$ cat config.mk
export PLATFORM = sky130hd
export DESIGN_NAME = polygon_vertex_edge_contact_core
export DESIGN_NICKNAME = d
export VERILOG_FILES = /design/src/rtl/pvec_pkg.sv /design/src/rtl/polygon_vertex_edge_contact_core.sv /design/src/rtl/pvec_ram.sv /design/src/rtl/pvec_alu.sv /design/src/rtl/pvec_ctrl.sv
export SDC_FILE = /design/constraint.sdc
export NUM_CORES = 2
export LEC_CHECK = 0
export ABC_AREA = 1
export ABC_CLOCK_PERIOD_IN_PS = 7300
export BUFFER_PORTS_ARGS = -buffer_cell sky130_fd_sc_hd__buf_2
export CAP_MARGIN = 20
export CORE_MARGIN = 5
export CORE_UTILIZATION = 58
export DETAILED_ROUTE_END_ITERATION = 8
export PLACE_DENSITY = 0.78
export REMOVE_ABC_BUFFERS = 1
export SLEW_MARGIN = 20
export SYNTH_ARGS = -nofsm -noshare
export SYNTH_HDL_FRONTEND = slang
export SYNTH_SLANG_ARGS = --single-unit
$ cat constraint.sdc
create_clock -name clk -period 7.3 [get_ports clk]
set_input_delay 1.46 -clock clk [delete_from_list [all_inputs] [get_ports clk]]
set_output_delay 1.46 -clock clk [all_outputs]
set_load 0.02 [all_outputs]
$ cat src/rtl/pvec_pkg.sv
// ----------------------------------------------------------------------------
// pvec_pkg
// Shared sizes, codes and types of the polygon vertex/edge contact block.
// ----------------------------------------------------------------------------
package pvec_pkg;

	// store depths
	localparam int MAX_NODES_A = 8;
	localparam int MAX_NODES_B = 8;

	// store address and fill count widths
	localparam int AW_A    = (MAX_NODES_A > 1) ? $clog2(MAX_NODES_A) : 1;
	localparam int AW_B    = (MAX_NODES_B > 1) ? $clog2(MAX_NODES_B) : 1;
	localparam int CNT_A_W = $clog2(MAX_NODES_A + 1);
	localparam int CNT_B_W = $clog2(MAX_NODES_B + 1);

	// datapath widths
	localparam int COORD_W   = 16;
	localparam int POS_W     = COORD_W + 1;
	localparam int DIFF_W    = POS_W + 1;
	localparam int PROD_W    = 2 * DIFF_W;
	localparam int CROSS_W   = PROD_W + 1;
	localparam int TOL_W     = 8;
	localparam int IDX_OUT_W = 3;

	localparam logic [TOL_W-1:0] TOL_RESET = 8'd2;

	// item selector carried in tuser
	typedef enum logic [1:0] {
		FUNC_CLEAR    = 2'd0,
		FUNC_APPEND_A = 2'd1,
		FUNC_APPEND_B = 2'd2,
		FUNC_RUN      = 2'd3
	} func_t;

	// one stored node offset
	typedef struct packed {
		logic signed [COORD_W-1:0] dy;
		logic signed [COORD_W-1:0] dx;
	} node_t;

	localparam int NODE_W = $bits(node_t);

	// operations of the shared arithmetic unit
	typedef enum logic [2:0] {
		OP_NONE,
		OP_START,
		OP_LOAD_A0,
		OP_LOAD_A1,
		OP_LOAD_P,
		OP_MUL1,
		OP_MUL2
	} op_t;

	// sequencer states
	typedef enum logic [3:0] {
		ST_IDLE,
		ST_RD_A0,
		ST_RD_A1,
		ST_LD_A1,
		ST_RD_B,
		ST_LD_B,
		ST_MUL1,
		ST_MUL2,
		ST_CMP,
		ST_EMIT,
		ST_DONE
	} state_t;

endpackage

$ cat src/rtl/polygon_vertex_edge_contact_core.sv
// ----------------------------------------------------------------------------
// polygon_vertex_edge_contact_core
// Vertex-on-edge contact check between two polygon bodies.
// ----------------------------------------------------------------------------
// Clear and append items each take effect as they are taken, and the block is
// ready again on the next cycle. A run item walks every body A edge (node e to
// node e+1) against every body B node through one shared 18x18 multiplier:
// it fetches each edge from the A store, then for every edge/node pair it
// fetches the node, adds, does two multiplies and compares, and gives a hit
// result for every hit. The run ends with the done result, which is all that
// a run with fewer than two A nodes gives. Hit and done results are held while
// m_tready is low.
// The input is not ready during a run. Results carry hit in m_tuser and the
// edge and node indices in m_tdata; the done result has m_tlast set. Store
// entries are only read below the fill counts, so the stores need no clearing.
// ----------------------------------------------------------------------------
module polygon_vertex_edge_contact_core
	import pvec_pkg::*;
(
	input  logic             clk,
	input  logic             arst_n,
	input  logic             s_tvalid,
	output logic             s_tready,
	// node_dx, node_dy, pos_ax, pos_ay, pos_bx, pos_by
	input  logic [95:0]      s_tdata,
	// func
	input  logic [1:0]       s_tuser,
	output logic             m_tvalid,
	input  logic             m_tready,
	// edge_index, node_index, zero fill
	output logic [7:0]       m_tdata,
	// hit
	output logic [0:0]       m_tuser,
	output logic             m_tlast,
	input  logic             tolerance_we,
	input  logic [TOL_W-1:0] tolerance_wdata
);

	logic [TOL_W-1:0]     tolerance_q;
	logic                 we_a, we_b;
	logic [AW_A-1:0]      waddr_a, raddr_a;
	logic [AW_B-1:0]      waddr_b, raddr_b;
	logic [NODE_W-1:0]    rdata_a, rdata_b;
	node_t                wnode;
	op_t                  op;
	logic                 hit;
	logic                 out_hit;
	logic [IDX_OUT_W-1:0] out_edge, out_node;

	// tolerance register
	always_ff @(posedge clk or negedge arst_n) begin
		if (!arst_n) begin
			tolerance_q <= TOL_RESET;
		end else if (tolerance_we) begin
			tolerance_q <= tolerance_wdata;
		end
	end

	assign wnode.dx = s_tdata[15:0];
	assign wnode.dy = s_tdata[31:16];

	// node stores
	pvec_ram #(
		.WIDTH(NODE_W),
		.DEPTH(MAX_NODES_A)
	) u_ram_a (
		.clk   (clk),
		.we    (we_a),
		.waddr (waddr_a),
		.wdata (wnode),
		.raddr (raddr_a),
		.rdata (rdata_a)
	);

	pvec_ram #(
		.WIDTH(NODE_W),
		.DEPTH(MAX_NODES_B)
	) u_ram_b (
		.clk   (clk),
		.we    (we_b),
		.waddr (waddr_b),
		.wdata (wnode),
		.raddr (raddr_b),
		.rdata (rdata_b)
	);

	// sequencer
	pvec_ctrl u_ctrl (
		.clk      (clk),
		.arst_n   (arst_n),
		.s_tvalid (s_tvalid),
		.s_tready (s_tready),
		.func     (func_t'(s_tuser)),
		.m_tvalid (m_tvalid),
		.m_tready (m_tready),
		.out_hit  (out_hit),
		.out_edge (out_edge),
		.out_node (out_node),
		.out_last (m_tlast),
		.we_a     (we_a),
		.waddr_a  (waddr_a),
		.raddr_a  (raddr_a),
		.we_b     (we_b),
		.waddr_b  (waddr_b),
		.raddr_b  (raddr_b),
		.op       (op),
		.hit      (hit)
	);

	// shared arithmetic unit
	pvec_alu u_alu (
		.clk       (clk),
		.op        (op),
		.pos_ax    (s_tdata[47:32]),
		.pos_ay    (s_tdata[63:48]),
		.pos_bx    (s_tdata[79:64]),
		.pos_by    (s_tdata[95:80]),
		.rd_a      (node_t'(rdata_a)),
		.rd_b      (node_t'(rdata_b)),
		.tolerance (tolerance_q),
		.hit       (hit)
	);

	// result packing
	assign m_tdata = {2'b00, out_node, out_edge};
	assign m_tuser = out_hit;

endmodule

$ cat src/rtl/pvec_ram.sv
// ----------------------------------------------------------------------------
// pvec_ram
// Generic single-write, single-read RAM with registered read data.
// ----------------------------------------------------------------------------
module pvec_ram #(
	parameter int WIDTH = 32,
	parameter int DEPTH = 8
) (
	input  logic                                          clk,
	input  logic                                          we,
	input  logic [((DEPTH > 1) ? $clog2(DEPTH) : 1)-1:0] waddr,
	input  logic [WIDTH-1:0]                              wdata,
	input  logic [((DEPTH > 1) ? $clog2(DEPTH) : 1)-1:0] raddr,
	output logic [WIDTH-1:0]                              rdata
);

	logic [WIDTH-1:0] mem_q [DEPTH];
	logic [WIDTH-1:0] rdata_q;

	// write port
	always_ff @(posedge clk) begin
		if (we) begin
			mem_q[waddr] <= wdata;
		end
	end

	// registered read port
	always_ff @(posedge clk) begin
		rdata_q <= mem_q[raddr];
	end

	assign rdata = rdata_q;

endmodule

$ cat src/rtl/pvec_alu.sv
// ----------------------------------------------------------------------------
// pvec_alu
// Shared arithmetic unit: position adds, one signed multiplier reused for
// both cross product terms, and the tolerance window compare.
// ----------------------------------------------------------------------------
module pvec_alu
	import pvec_pkg::*;
(
	input  logic                      clk,
	input  op_t                       op,
	input  logic signed [COORD_W-1:0] pos_ax,
	input  logic signed [COORD_W-1:0] pos_ay,
	input  logic signed [COORD_W-1:0] pos_bx,
	input  logic signed [COORD_W-1:0] pos_by,
	input  node_t                     rd_a,
	input  node_t                     rd_b,
	input  logic [TOL_W-1:0]          tolerance,
	output logic                      hit
);

	logic signed [COORD_W-1:0] ax_q, ay_q, bx_q, by_q;
	logic signed [POS_W-1:0]   a0x_q, a0y_q, a1x_q, a1y_q, px_q, py_q;
	logic signed [PROD_W-1:0]  prod1_q, prod2_q;
	logic signed [DIFF_W-1:0]  opa, opb;
	logic signed [PROD_W-1:0]  mul;
	logic signed [CROSS_W-1:0] xprod;
	logic signed [CROSS_W-1:0] tol_s;

	// operand select for the shared multiplier
	always_comb begin
		case (op)
			OP_MUL1: begin
				opa = DIFF_W'(px_q) - DIFF_W'(a0x_q);
				opb = DIFF_W'(a1y_q) - DIFF_W'(py_q);
			end
			default: begin
				opa = DIFF_W'(a1x_q) - DIFF_W'(px_q);
				opb = DIFF_W'(py_q) - DIFF_W'(a0y_q);
			end
		endcase
	end

	assign mul = opa * opb;

	// operand and product registers
	always_ff @(posedge clk) begin
		case (op)
			OP_START: begin
				ax_q <= pos_ax;
				ay_q <= pos_ay;
				bx_q <= pos_bx;
				by_q <= pos_by;
			end
			OP_LOAD_A0: begin
				a0x_q <= POS_W'(ax_q) + POS_W'(rd_a.dx);
				a0y_q <= POS_W'(ay_q) + POS_W'(rd_a.dy);
			end
			OP_LOAD_A1: begin
				a1x_q <= POS_W'(ax_q) + POS_W'(rd_a.dx);
				a1y_q <= POS_W'(ay_q) + POS_W'(rd_a.dy);
			end
			OP_LOAD_P: begin
				px_q <= POS_W'(bx_q) + POS_W'(rd_b.dx);
				py_q <= POS_W'(by_q) + POS_W'(rd_b.dy);
			end
			OP_MUL1: prod1_q <= mul;
			OP_MUL2: prod2_q <= mul;
			default: ;
		endcase
	end

	// tolerance window on the cross product
	assign xprod = CROSS_W'(prod1_q) - CROSS_W'(prod2_q);
	assign tol_s = signed'({{(CROSS_W - TOL_W){1'b0}}, tolerance});
	assign hit   = (xprod <= tol_s) && (xprod >= -tol_s);

endmodule

$ cat src/rtl/pvec_ctrl.sv
// ----------------------------------------------------------------------------
// pvec_ctrl
// Sequencer: store fill counts, edge and node walk, result hand-off.
// ----------------------------------------------------------------------------
module pvec_ctrl
	import pvec_pkg::*;
(
	input  logic                 clk,
	input  logic                 arst_n,
	input  logic                 s_tvalid,
	output logic                 s_tready,
	input  func_t                func,
	output logic                 m_tvalid,
	input  logic                 m_tready,
	output logic                 out_hit,
	output logic [IDX_OUT_W-1:0] out_edge,
	output logic [IDX_OUT_W-1:0] out_node,
	output logic                 out_last,
	output logic                 we_a,
	output logic [AW_A-1:0]      waddr_a,
	output logic [AW_A-1:0]      raddr_a,
	output logic                 we_b,
	output logic [AW_B-1:0]      waddr_b,
	output logic [AW_B-1:0]      raddr_b,
	output op_t                  op,
	input  logic                 hit
);

	state_t               state_q, state_d;
	logic [CNT_A_W-1:0]   count_a_q;
	logic [CNT_B_W-1:0]   count_b_q;
	logic [AW_A-1:0]      e_q;
	logic [AW_B-1:0]      n_q;
	logic                 acc;
	logic                 last_edge, last_node;
	logic                 adv_pair, adv_edge;
	logic [AW_A+IDX_OUT_W-1:0] e_ext;
	logic [AW_B+IDX_OUT_W-1:0] n_ext;

	assign acc       = s_tvalid && s_tready;
	assign last_edge = (CNT_A_W'(e_q) + CNT_A_W'(2)) >= count_a_q;
	assign last_node = (CNT_B_W'(n_q) + CNT_B_W'(1)) >= count_b_q;
	assign adv_pair  = ((state_q == ST_CMP) && !hit) || ((state_q == ST_EMIT) && m_tready);
	assign adv_edge  = ((state_q == ST_LD_A1) && (count_b_q == '0)) || (adv_pair && last_node);

	// next state
	always_comb begin
		state_d = state_q;
		case (state_q)
			ST_IDLE: begin
				if (s_tvalid && (func == FUNC_RUN)) begin
					state_d = (count_a_q < CNT_A_W'(2)) ? ST_DONE : ST_RD_A0;
				end
			end
			ST_RD_A0: state_d = ST_RD_A1;
			ST_RD_A1: state_d = ST_LD_A1;
			ST_LD_A1: begin
				if (count_b_q != '0) begin
					state_d = ST_RD_B;
				end else begin
					state_d = last_edge ? ST_DONE : ST_RD_A0;
				end
			end
			ST_RD_B:  state_d = ST_LD_B;
			ST_LD_B:  state_d = ST_MUL1;
			ST_MUL1:  state_d = ST_MUL2;
			ST_MUL2:  state_d = ST_CMP;
			ST_CMP, ST_EMIT: begin
				if ((state_q == ST_CMP) && hit) begin
					state_d = ST_EMIT;
				end else if (adv_pair) begin
					if (!last_node) begin
						state_d = ST_RD_B;
					end else begin
						state_d = last_edge ? ST_DONE : ST_RD_A0;
					end
				end
			end
			ST_DONE: begin
				if (m_tready) begin
					state_d = ST_IDLE;
				end
			end
			default: state_d = ST_IDLE;
		endcase
	end

	// state, counts and walk indices
	always_ff @(posedge clk or negedge arst_n) begin
		if (!arst_n) begin
			state_q   <= ST_IDLE;
			count_a_q <= '0;
			count_b_q <= '0;
			e_q       <= '0;
			n_q       <= '0;
		end else begin
			state_q <= state_d;
			if (acc) begin
				case (func)
					FUNC_CLEAR: begin
						count_a_q <= '0;
						count_b_q <= '0;
					end
					FUNC_APPEND_A: begin
						if (count_a_q < CNT_A_W'(MAX_NODES_A)) begin
							count_a_q <= count_a_q + CNT_A_W'(1);
						end
					end
					FUNC_APPEND_B: begin
						if (count_b_q < CNT_B_W'(MAX_NODES_B)) begin
							count_b_q <= count_b_q + CNT_B_W'(1);
						end
					end
					default: begin
						e_q <= '0;
						n_q <= '0;
					end
				endcase
			end
			if (adv_edge) begin
				e_q <= e_q + AW_A'(1);
				n_q <= '0;
			end else if (adv_pair) begin
				n_q <= n_q + AW_B'(1);
			end
		end
	end

	assign e_ext = (AW_A + IDX_OUT_W)'(e_q);
	assign n_ext = (AW_B + IDX_OUT_W)'(n_q);

	// outputs
	always_comb begin
		s_tready = (state_q == ST_IDLE);
		m_tvalid = (state_q == ST_EMIT) || (state_q == ST_DONE);
		out_hit  = (state_q == ST_EMIT);
		out_last = (state_q == ST_DONE);
		out_edge = (state_q == ST_EMIT) ? e_ext[IDX_OUT_W-1:0] : '0;
		out_node = (state_q == ST_EMIT) ? n_ext[IDX_OUT_W-1:0] : '0;
		we_a     = acc && (func == FUNC_APPEND_A) && (count_a_q < CNT_A_W'(MAX_NODES_A));
		we_b     = acc && (func == FUNC_APPEND_B) && (count_b_q < CNT_B_W'(MAX_NODES_B));
		waddr_a  = count_a_q[AW_A-1:0];
		waddr_b  = count_b_q[AW_B-1:0];
		raddr_a  = (state_q == ST_RD_A1) ? (e_q + AW_A'(1)) : e_q;
		raddr_b  = n_q;
		case (state_q)
			ST_IDLE:  op = OP_START;
			ST_RD_A1: op = OP_LOAD_A0;
			ST_LD_A1: op = OP_LOAD_A1;
			ST_LD_B:  op = OP_LOAD_P;
			ST_MUL1:  op = OP_MUL1;
			ST_MUL2:  op = OP_MUL2;
			default:  op = OP_NONE;
		endcase
	end

`ifndef SYNTHESIS
	// fill counts stay within the store depths
	a_count_bound: assert property (@(posedge clk) disable iff (!arst_n)
		(count_a_q <= CNT_A_W'(MAX_NODES_A)) && (count_b_q <= CNT_B_W'(MAX_NODES_B)))
		else $error("store fill count beyond depth");

	// no new item is taken while a result is offered
	a_ready_vs_valid: assert property (@(posedge clk) disable iff (!arst_n)
		!(s_tready && m_tvalid))
		else $error("input ready while result pending");

	// a hit names a real edge and a real node
	a_hit_in_range: assert property (@(posedge clk) disable iff (!arst_n)
		(state_q == ST_EMIT) |->
		((CNT_A_W'(e_q) + CNT_A_W'(1)) < count_a_q) && (CNT_B_W'(n_q) < count_b_q))
		else $error("hit outside stored nodes");

	// a taken done result returns the block to idle
	a_done_to_idle: assert property (@(posedge clk) disable iff (!arst_n)
		((state_q == ST_DONE) && m_tready) |=> (state_q == ST_IDLE))
		else $error("no return to idle after done");
`endif

endmodule
==> impl_metrics.env <==
export IMPL_start_util_pct=58.5
export IMPL_min_to="tolerance_q[1]"
export IMPL_grt_pass1_wl_um=205000
export IMPL_yosysTopAreaCellShare_pct=43.6
export IMPL_hold_path_class="flop to flop"
export IMPL_fmax_mhz=130
export IMPL_max_stage_delay_ns=0.57
export IMPL_multiInputGateArea_um2=24800
export IMPL_synth_seq_cells=840
export IMPL_die_width_um=309
export IMPL_cp_slowest_cell="fa_1"
export IMPL_min_delay_path_depth=2
export IMPL_grt_max_degree=90
export IMPL_worstPathArrival_ns=8.10
export IMPL_setup_ws_ns=-0.421
export IMPL_rsz0062_at_grt="yes"
export IMPL_synthCells=5143
export IMPL_via_count=39000
export IMPL_antenna_found_initial=7
export IMPL_crit_fanout=3
export IMPL_critPathLaunchType="flop"
export IMPL_yosysUniqueCellTypes=63
export IMPL_grt_usage_pct=27.4
export IMPL_synth_main_ff_cell="edfxtp_1"
export IMPL_gp_congestion=0.965
export IMPL_tightest_slew_ns=0.976
export IMPL_grt_overflow=0
export IMPL_cts_hold_fix_buffers=0
export IMPL_final_nets=6449
export IMPL_die_area_um2=95200
export IMPL_slew_violations=0
export IMPL_hold_violations=0
export IMPL_period_share_pct=106
export IMPL_detail_route_wl_per_cell_um=19.3
export IMPL_reg2regPathDepth=37
export IMPL_die_y_um=309
export IMPL_synth_xor_area_share_pct=2.29
export IMPL_synth_simple_area_share_pct=13.2
export IMPL_synth_adder_area_share_pct=20.9
export IMPL_cts_sinks=840
export IMPL_netlist_area_um2=51700
export IMPL_clkLatencyLatePin_ns=0.64
export IMPL_crit_family="adder cells"
export IMPL_critPathBufInv=7
export IMPL_cts_tree="yes"
export IMPL_hpwl_um=91500
export IMPL_drc=0
export IMPL_cap_violations=0
export IMPL_synthMuxAreaShare_pct=0.697
export IMPL_clkSlewWorstSetupHoldPaths_ns=0.07
export IMPL_port_buffers=120
export IMPL_grt_use_met3_pct=4.85
export IMPL_syn_area_per_cell_um2=10.1
export IMPL_top_usage_layer="met2"
export IMPL_synth_top_family_by_area="adder cells"
export IMPL_core_area_um2=88400
export IMPL_cts_made_buffers=80
export IMPL_dr_first_iter_drc_count=3681
export IMPL_root_buffer="clkbuf_16"
export IMPL_synth_area_leaders="edfxtp_1, fa_1, ha_1"
export IMPL_wirelength_um=134000
export IMPL_cp_required_ns=7.68
export IMPL_stdcell_area_um2=61100
export IMPL_yosys_warnings=0
export IMPL_register_area_um2=24500
export IMPL_met2_usage_pct=47.3
export IMPL_drt_pre_antenna_iters=6
export IMPL_syn_to_final_growth_pct=18.2
export IMPL_routed_via_density=5.65
export IMPL_met1_usage_pct=34.3
export IMPL_drive_above_1_share_pct=18.6
export IMPL_n_fill_cell=6107
export IMPL_synth_top_area_cell="edfxtp_1"
export IMPL_htreeDepth=3
export IMPL_drtAntennaViolNets=0
export IMPL_critPathKind="flop to flop"
export IMPL_io_pins=123
export IMPL_cts_buffer_depth=3
export IMPL_finClkSkew_ns=0.0479
export IMPL_max_slew_margin_pct=34.9
export IMPL_post_route_min_period_ns=7.72
export IMPL_worstReg2RegEnd="u_alu.prod1_q[34]"
export IMPL_placed_cell_area_um2=56500
export IMPL_outcome="finished with violations"
export IMPL_critical_path_depth=37
export IMPL_r2r_slack_ns=-0.42
export IMPL_ys_async_sr_fraction_pct=3.10
export IMPL_finalSetupViolCount=32
export IMPL_synth_compound_area_share_pct=8.32
export IMPL_cpMostUsedCell="nand2_1"
export IMPL_grt_pass1_vias=39100
export IMPL_r2r_start="u_alu.py_q[1]"
export IMPL_violations="negative setup slack"
export IMPL_yosysSeqAreaShare_pct=47.3
export IMPL_synth_edf_count=750
export IMPL_core_rowCount=109
export IMPL_endpoint_kind="flop"
export IMPL_min_from="tolerance_q[1]"
## cell usage after synthesis, types with 9 or more instances
cell	instances
a21oi_1	206
a31oi_1	44
buf_2	12
clkbuf_1	115
dfrtp_1	25
dfxtp_1	64
edfxtp_1	750
fa_1	339
ha_1	320
inv_1	841
inv_2	12
mux2_2	32
nand2_1	818
nand2_2	11
nand3_1	102
nand3b_1	13
nand4_1	32
nor2_1	655
nor3_1	39
o211ai_1	9
o21ai_0	342
o21ai_1	24
o21bai_1	17
o22ai_1	99
xnor2_1	39
xor2_1	96
## final cells by class
cell class / count / area share [%]
Antenna cell: 5 / 0.0205
Clock buffer: 103 / 3.58
Clock inverter: 43 / 0.887
Inverter: 859 / 5.33
Multi-Input combinational cell: 3312 / 40.6
Sequential cell: 840 / 40.0
Tap cell: 1165 / 2.39
Timing Repair Buffer: 586 / 7.17
## how the worst max path moves through the flow
stage / startpoint / to / slack (ns)
after floorplan: u_ctrl.state_q[1] / u_alu.prod1_q[34] / -3.30
after global placement: u_alu.px_q[0] / u_alu.prod1_q[34] / -0.76
after detailed placement: u_alu.px_q[0] / u_alu.prod1_q[34] / -0.88
after CTS: u_alu.px_q[1] / u_alu.prod1_q[34] / -0.27
after global routing: u_alu.py_q[1] / u_alu.prod1_q[34] / -0.83
final: u_alu.py_q[1] / u_alu.prod1_q[34] / -0.42
## cell usage in the layout, fill, tap and decap left out, types with 99 or more instances in the layout
master and count:
nand2_1 767, o21ai_0 329, a21oi_1 167, edfxtp_1 750, buf_4 420, nor2_1 630, ha_1 291, inv_1 795
fa_1 318, o22ai_1 99, buf_2 120
## state kept, by name, indices dropped and copies added (netlist names), 17 cells and up
register       cells
u_ram_a.mem_q    256
u_ram_b.mem_q    256
u_alu.prod1_q     36
u_alu.prod2_q     36
u_ram_a.rdata     32
u_ram_b.rdata     32
u_alu.a0x_q       17
u_alu.a0y_q       17
u_alu.a1x_q       17
u_alu.a1y_q       17
u_alu.px_q        17
u_alu.py_q        17
## stage by stage
stage / utilization [%] / setup TNS, ns / hold WS [ns] / setup slack, ns / cells
after floorplan: - / -153.78 / 0.498 / -3.30 / 5011
after global placement: 63.9 / -13.60 / 0.531 / -0.764 / 6694
after detailed placement: 63.9 / -18.55 / 0.542 / -0.884 / 6695
after CTS: 68.3 / -3.10 / 0.554 / -0.266 / 6891
after global routing: 69.1 / -23.01 / 0.590 / -0.829 / 6910
final: 69.1 / -8.86 / 0.549 / -0.421 / 6913
## logic make-up (layout without fill, tap and decap cells)
group                    Yosys count  count (layout)
multiplexers                      32              32
other                              1               7
adder cells (fa/ha/maj)          659             659
AND/OR/NAND/NOR                 1702            1702
AO/OA/AOI/OAI                    782             782
buffers and inverters            992            1591
flip-flops                       840             840
XOR/XNOR                         135             135
## per-layer routing
metal | wire length (µm) | vias to the layer above | part of all wire (%)
met5 | 13 | - | 0.0097
met4 | 6880 | 2 | 5.1
met3 | 10800 | 440 | 8.1
met2 | 66200 | 1738 | 49
met1 | 49800 | 18900 | 37
li1 | - | 18000 | -
## tightest hold or removal path: stages, from the launching register on
cell,delay (ns)
dfstp_2,0.37
inv_1,0.09
o21ai_0,0.08
## what timing repair did
action	in CTS	in global routing
gates resized for setup	201	131
buffers inserted	52	19
pin swaps	151	108
setup endpoints to repair	40	44
Power is left out: the tool's default activity adds up to more than one toggle a clock period on the data nets, which glitch-free logic cannot reach.
